File: config.mk
export PLATFORM = sky130hd
export DESIGN_NAME = alld_front
export DESIGN_NICKNAME = d
export VERILOG_FILES = /design/src/hw/rtl/alld_pkg.sv /design/src/hw/rtl/alld_front.sv
export SDC_FILE = /design/constraint.sdc
export NUM_CORES = 1
export LEC_CHECK = 0
export BUFFER_PORTS_ARGS = -buffer_cell sky130_fd_sc_hd__buf_2
export CAP_MARGIN = 0
export CORE_UTILIZATION = 35
export CTS_BUF_LIST = sky130_fd_sc_hd__clkbuf_4 sky130_fd_sc_hd__clkbuf_8 sky130_fd_sc_hd__clkbuf_16
export DETAILED_ROUTE_END_ITERATION = 10
export GPL_TIMING_DRIVEN = 0
export PLACE_DENSITY = 0.58
export SLEW_MARGIN = 20
export SYNTH_ARGS = -nofsm -noshare
export SYNTH_HDL_FRONTEND = slang
export SYNTH_SLANG_ARGS = --single-unit
File: constraint.sdc
create_clock -name clk_i -period 4.3 [get_ports clk_i]
set_input_delay 0.86 -clock clk_i [delete_from_list [all_inputs] [get_ports clk_i]]
set_output_delay 0.86 -clock clk_i [all_outputs]
set_load 0.01 [all_outputs]
File: src/hw/rtl/alld_pkg.sv
// shared types and constants for the affinity least-loaded dispatcher
`default_nettype none
package alld_pkg;

  localparam int unsigned MaxSlots   = 16;
  localparam int unsigned SlotW      = $clog2(MaxSlots);
  localparam int unsigned CountW     = $clog2(MaxSlots + 1);
  localparam int unsigned FilterBits = 256;
  localparam int unsigned HashW      = $clog2(FilterBits);
  localparam int unsigned ScoreW     = 9;
  localparam int unsigned CfgIdxW    = 1;
  localparam int unsigned CfgDataW   = 8;

  localparam logic [CfgIdxW-1:0] CfgFallback = 1'd0;
  localparam logic [CfgIdxW-1:0] CfgPenalty  = 1'd1;

  typedef enum logic [2:0] {
    FuncStatus   = 3'd0,
    FuncDispatch = 3'd1,
    FuncResult   = 3'd2,
    FuncNak      = 3'd3,
    FuncRegister = 3'd4
  } func_e;

  typedef enum logic [1:0] {
    StUnknown = 2'd0,
    StReady   = 2'd1,
    StBusy    = 2'd2
  } slot_state_e;

  typedef enum logic [2:0] {
    ExIdle,
    ExFind,
    ExScan,
    ExResolve,
    ExApply,
    ExOut
  } exec_state_e;

  // classified request handed from front to back
  typedef struct packed {
    logic [2:0]        func;
    logic [7:0]        node_id;
    logic [HashW-1:0]  hash;
    logic              node_busy;
    logic [7:0]        reported_depth;
    logic              card_in_store;
  } req_t;

  typedef struct packed {
    logic [7:0] dest_node;
    logic       card_pushed;
    logic       slot_found;
    logic       table_full;
  } rsp_t;

  // (major*31 + minor) mod FilterBits
  function automatic logic [HashW-1:0] card_hash(input logic [7:0] major,
                                                 input logic [7:0] minor);
    logic [13:0] sum;
    begin
      sum = 14'(({6'd0, major} << 5) - {6'd0, major}) + 14'(minor);
      card_hash = sum[HashW-1:0];
    end
  endfunction

endpackage
`default_nettype wire

File: src/hw/rtl/alld_front.sv
// front end: accepts requests, computes the card hash, two-entry queue
`default_nettype none
module alld_front (
  input  wire logic             clk_i,
  input  wire logic             rst_ni,
  input  wire logic             in_valid,
  output logic                  in_stall,
  input  wire logic [2:0]       func_i,
  input  wire logic [7:0]       node_id_i,
  input  wire logic [7:0]       card_hi_i,
  input  wire logic [7:0]       card_lo_i,
  input  wire logic             node_busy_i,
  input  wire logic [7:0]       reported_depth_i,
  input  wire logic             card_in_store_i,
  output logic                  req_valid_o,
  output alld_pkg::req_t        req_o,
  input  wire logic             req_take_i
);

  alld_pkg::req_t fifo_q [2];
  logic           wr_ptr_q, rd_ptr_q;
  logic [1:0]     cnt_q;
  logic           push, pop;

  assign in_stall    = (cnt_q == 2'd2);
  assign push        = in_valid && !in_stall;
  assign req_valid_o = (cnt_q != 2'd0);
  assign pop         = req_valid_o && req_take_i;
  assign req_o       = fifo_q[rd_ptr_q];

  always_ff @(posedge clk_i or negedge rst_ni) begin
    if (!rst_ni) begin
      wr_ptr_q <= 1'b0;
      rd_ptr_q <= 1'b0;
      cnt_q    <= 2'd0;
    end else begin
      if (push) wr_ptr_q <= ~wr_ptr_q;
      if (pop)  rd_ptr_q <= ~rd_ptr_q;
      cnt_q <= cnt_q + {1'b0, push} - {1'b0, pop};
    end
  end

  always_ff @(posedge clk_i) begin
    if (push) begin
      fifo_q[wr_ptr_q] <= '{func:           func_i,
                            node_id:        node_id_i,
                            hash:           alld_pkg::card_hash(card_hi_i, card_lo_i),
                            node_busy:      node_busy_i,
                            reported_depth: reported_depth_i,
                            card_in_store:  card_in_store_i};
    end
  end

endmodule
`default_nettype wire

==> results.md <==
- The weighted congestion reported at the end of routability-driven placement is 0.738.
- The area enclosed by the die boundary is 0.00806 mm².
- The longest individual stage delay on the worst path is 0.43 ns.
- Once the floorplan was initialized, standard cells occupied 36.8% of the core.
- The number of buffers inserted during clock tree synthesis is 9.
- The class of the most critical hold timing path is input pin to asynchronous set/reset pin.
- Final hold analysis gives a worst-case slack of 0.333 ns.
- In this run the vertical extent of the chip is 89.8 µm.
- The number of placed instances, taps included is 330.
- The final global-route overflow total is 0.
- The share of the cycle needed by the critical path after routing is 56.1%.
- The register-to-register path setup slack is 2.59 ns.
- The detailed placement HPWL is 3100 µm.
- Leaving out fill and tap cells, the most frequent cells in the layout are sky130_fd_sc_hd__buf_2, sky130_fd_sc_hd__edfxtp_1, sky130_fd_sc_hd__mux2_2.
- Of all nets on the critical path, the largest fanout is 2.
- At the worst endpoint, the arrival time is 2.48 ns.
- The clock arrives with a little over 0.006 ns of skew.
- The share of the synthesized netlist area taken by xor and xnor gates is under 10%.
- The deepest clock path buffer count is 2.
- The critical path ends at fifo_q[1][17].
- The number of maximum-capacitance violations is 0.
- The critical path class is input pin to flop.
- In this run, distinct cell masters in the synthesized netlist total 24.
- The core area is roughly 0.0073 mm².
- During synthesis, Yosys emitted a total of 0 warnings.
- The compound-gate portion of the synthesized area is 2.09%.
- Summing all non-filler instances in the final layout gives an area of roughly 0.0034 mm².
- The layout-stage area growth over the synthesis result is 26.5%.
- The overall power is 2.07 mW.
- For the worst setup path, the data required time is 4.37 ns.
- The die is roughly 90 µm wide.
- In this run the critical register-to-register path is captured at cnt_q[1].
- Counting cells, the worst reg-to-reg path comes to 7.
- For met3 alone, demand over resource in global routing was around 3.1%.
- Synthesis produced a netlist with a net count of roughly 220.
- The adder-cell share of the synthesized area is slightly above 8%.
- Post-CTS timing repair inserted 0 buffers for setup.
- The floorplan has 31 rows.
- The initial antenna violation count is 0.
- The wire length of the first global-routing pass is between 7000 and 8000 µm.
- The post-place setup slack is 1.53 ns.
- The portion of netlist area occupied by mux cells is about an eighth.
- The total setup violations reported at the end of the flow is 0.
- The number of vias after detailed routing is roughly 1500.
- Global routing used around an eighth of the available met1 tracks.
- The CTS tree is yes.
- The via count of the first global-routing pass is 1584.
- The per-cell routed wire length is 12.5 µm.
- VDD sags by at most 0.195 mV.
- After synthesis the netlist holds a flip-flop and latch count of 62.
- The clock-pin slew of the registers on the worst-case setup and hold paths is 0.06 ns.
- The power per cell area is 607 mW/mm².
- The number of routed nets with antenna violations is 0.
- The global routing usage on met2 is 20.1%.
- The clock period minus final worst setup slack is 2.41 ns.
- Traced cell by cell, the critical path runs through buf_2 > inv_1 > ha_1 > ha_1 > inv_1 > fa_1 > nor2b_4 > o31a_1 > o22ai_2 > xnor2_1.
- The share of synthesized cell area in and, or, nand and nor gates is 2.74%.
- The final core utilization is 46.5%.
- In this run the tightest slew margin relative to its limit is 52.7%.
- In the final design database the tool counted 299 nets.
- The worst register-to-register path begins at cnt_q[1].
- The busiest layer in global routing is met2.
- The element type at the critical path end is a flop.
- By area, the combinational part of the netlist is dominated by multiplexers.
- The fraction of final layout cells with drive strength greater than 1 is 50.2%.
- The number of antenna diodes in the final layout is 0.
- The post-CTS resize count is 0.
- The final routed DRC violation total is 0.
- The run finished with clean final reports.
- For this block, the initial DRC count from the detailed router was 19.
- The highest-delay cell along the critical path is sky130_fd_sc_hd__fa_1.
- The library cell used most frequently in the layout, excluding fill and tap cells, is sky130_fd_sc_hd__buf_2.
- After routing, the total negative slack on setup checks comes to 0 ns.
- The final cell count without fillers is 346.
- For this run, the top clock speed supported by timing is 415 MHz.
- The buffer cell driving the clock tree root is sky130_fd_sc_hd__clkbuf_8.
- The count of TritonRoute iterations in the first routing pass is 6.
- The post-detailed-placement cell area is 0.00321 mm².
- Setup repair after global routing left no endpoint under its margin.
- The reported leakage power is approximately 1.4 nW.
- After synthesis, flip-flops and latches occupy just under 70% of the total area.
- Tracing the worst setup path back leads to its startpoint at card_hi_i[1].
- Entering global routing, the biggest net connects 30 pins.
- The post-synthesis area per instance is roughly 17 µm².
- The element type at the critical path start is an input pin.
- The H-tree was split into 3 levels.
- The max-slew violation total from the final report was 0.
- The clock latency at the later pin of the worst-skew pair is 0.32 ns.
- At the pin with the least slew margin, the transition time is 0.709 ns.
- In this run the count of I/O pins placed on the die edge is between 70 and 80.
- The number of buffer cells added on primary ports is between 70 and 80.
- The cell area that synthesis handed to floorplanning was 0.00270 mm².
- Across all setup checks in the final design, the least slack found is 1.89 ns.
- The count of hold-fix buffers inserted at cts is 0.
- The layout filler cell count is 661.
- Clock tree synthesis found a total of 62 sinks.
- The gate count of the mapped netlist is 159.
- The per-cell via count in the routed design is 4.36.
- The aggregate routed wire length is ~4300 µm.
- The number of hold violations in the final report is 0.
- Global routing consumed, over all layers together, around 12% of the routing resources.
[layer usage]
metal / vias up / part of all wire (%)
li1: 744 / -
met1: 701 / 42
met2: 56 / 50
met3: 9 / 5.6
met4: 0 / 2.3
met5: - / 0
[synth_stat cells]
cell / number / area [µm²]
sky130_fd_sc_hd__o211ai_1: 1 / 7.51
sky130_fd_sc_hd__buf_2: 3 / 15.0
sky130_fd_sc_hd__mux2_2: 29 / 327
sky130_fd_sc_hd__inv_1: 17 / 63.8
sky130_fd_sc_hd__and2_1: 1 / 6.26
sky130_fd_sc_hd__xnor2_1: 9 / 78.8
sky130_fd_sc_hd__nor2b_4: 1 / 13.8
sky130_fd_sc_hd__a21oi_1: 3 / 15.0
sky130_fd_sc_hd__nand2_1: 3 / 11.3
sky130_fd_sc_hd__or2_1: 1 / 6.26
sky130_fd_sc_hd__fa_1: 3 / 60.1
sky130_fd_sc_hd__and3_1: 1 / 6.26
sky130_fd_sc_hd__o22ai_2: 1 / 12.5
sky130_fd_sc_hd__edfxtp_1: 58 / 1740
sky130_fd_sc_hd__nand2b_1: 1 / 6.26
sky130_fd_sc_hd__nor2_1: 3 / 11.3
sky130_fd_sc_hd__dfrtp_1: 4 / 100
sky130_fd_sc_hd__or2_2: 1 / 6.26
sky130_fd_sc_hd__nor2b_1: 1 / 6.26
sky130_fd_sc_hd__xor2_1: 2 / 17.5
sky130_fd_sc_hd__ha_1: 13 / 163
sky130_fd_sc_hd__o21a_1: 1 / 7.51
sky130_fd_sc_hd__o21ai_0: 1 / 5.00
sky130_fd_sc_hd__o31a_1: 1 / 8.76
[how the worst min path moves through the flow]
stage	end	slack, ns	cells past startpoint
floorplan	cnt_q[1]	0.46	1
global placement	wr_ptr_q	0.48	1
detailed placement	cnt_q[1]	0.49	1
CTS	wr_ptr_q	0.32	1
global route	wr_ptr_q	0.32	1
finish	wr_ptr_q	0.33	1
[where the power goes]
group	switching [mW]	internal [mW]	total [mW]	leakage, nW
registers	0.0393	0.847	0.887	0.585
clock network	0.202	0.293	0.495	0.101
logic	0.359	0.330	0.689	0.706
total	0.600	1.47	2.07	1.39
[cell type report]
type	count	area, µm²	share of cell area (%)
buffer	3	15.0	0.440
clock buffer	12	153	4.48
clock inverter	4	46.3	1.36
inverter	17	63.8	1.87
multi-input combinational	77	785	23.0
sequential	62	1840	54.0
tap	99	124	3.63
timing repair buffer	72	383	11.2
[flip-flops by register name, indices dropped and copies added (netlist names)]
| register | cells |
|---|---|
| wr_ptr_q | 1 |
| cnt_q | 2 |
| rd_ptr_q | 1 |
| fifo_q | 58 |
[kinds of logic (layout without fill, tap and decap cells)]
kind of cell,count (synthesis),in the layout
buf+inv,20,108
xor+xnor,11,11
compound gates,8,8
flops,62,62
simple gates,13,13
mux,29,29
fa+ha+maj,16,16
[worst max-delay path: cells and delay by family]
family                   cells  cell delay, ns
AND/OR/NAND/NOR              1            0.14
XOR/XNOR                     1            0.14
buffers and inverters        3            0.19
adder cells (fa/ha/maj)      3            0.90
AO/OA/AOI/OAI                2            0.26
No activity file was read; power rests on OpenSTA's default activity.
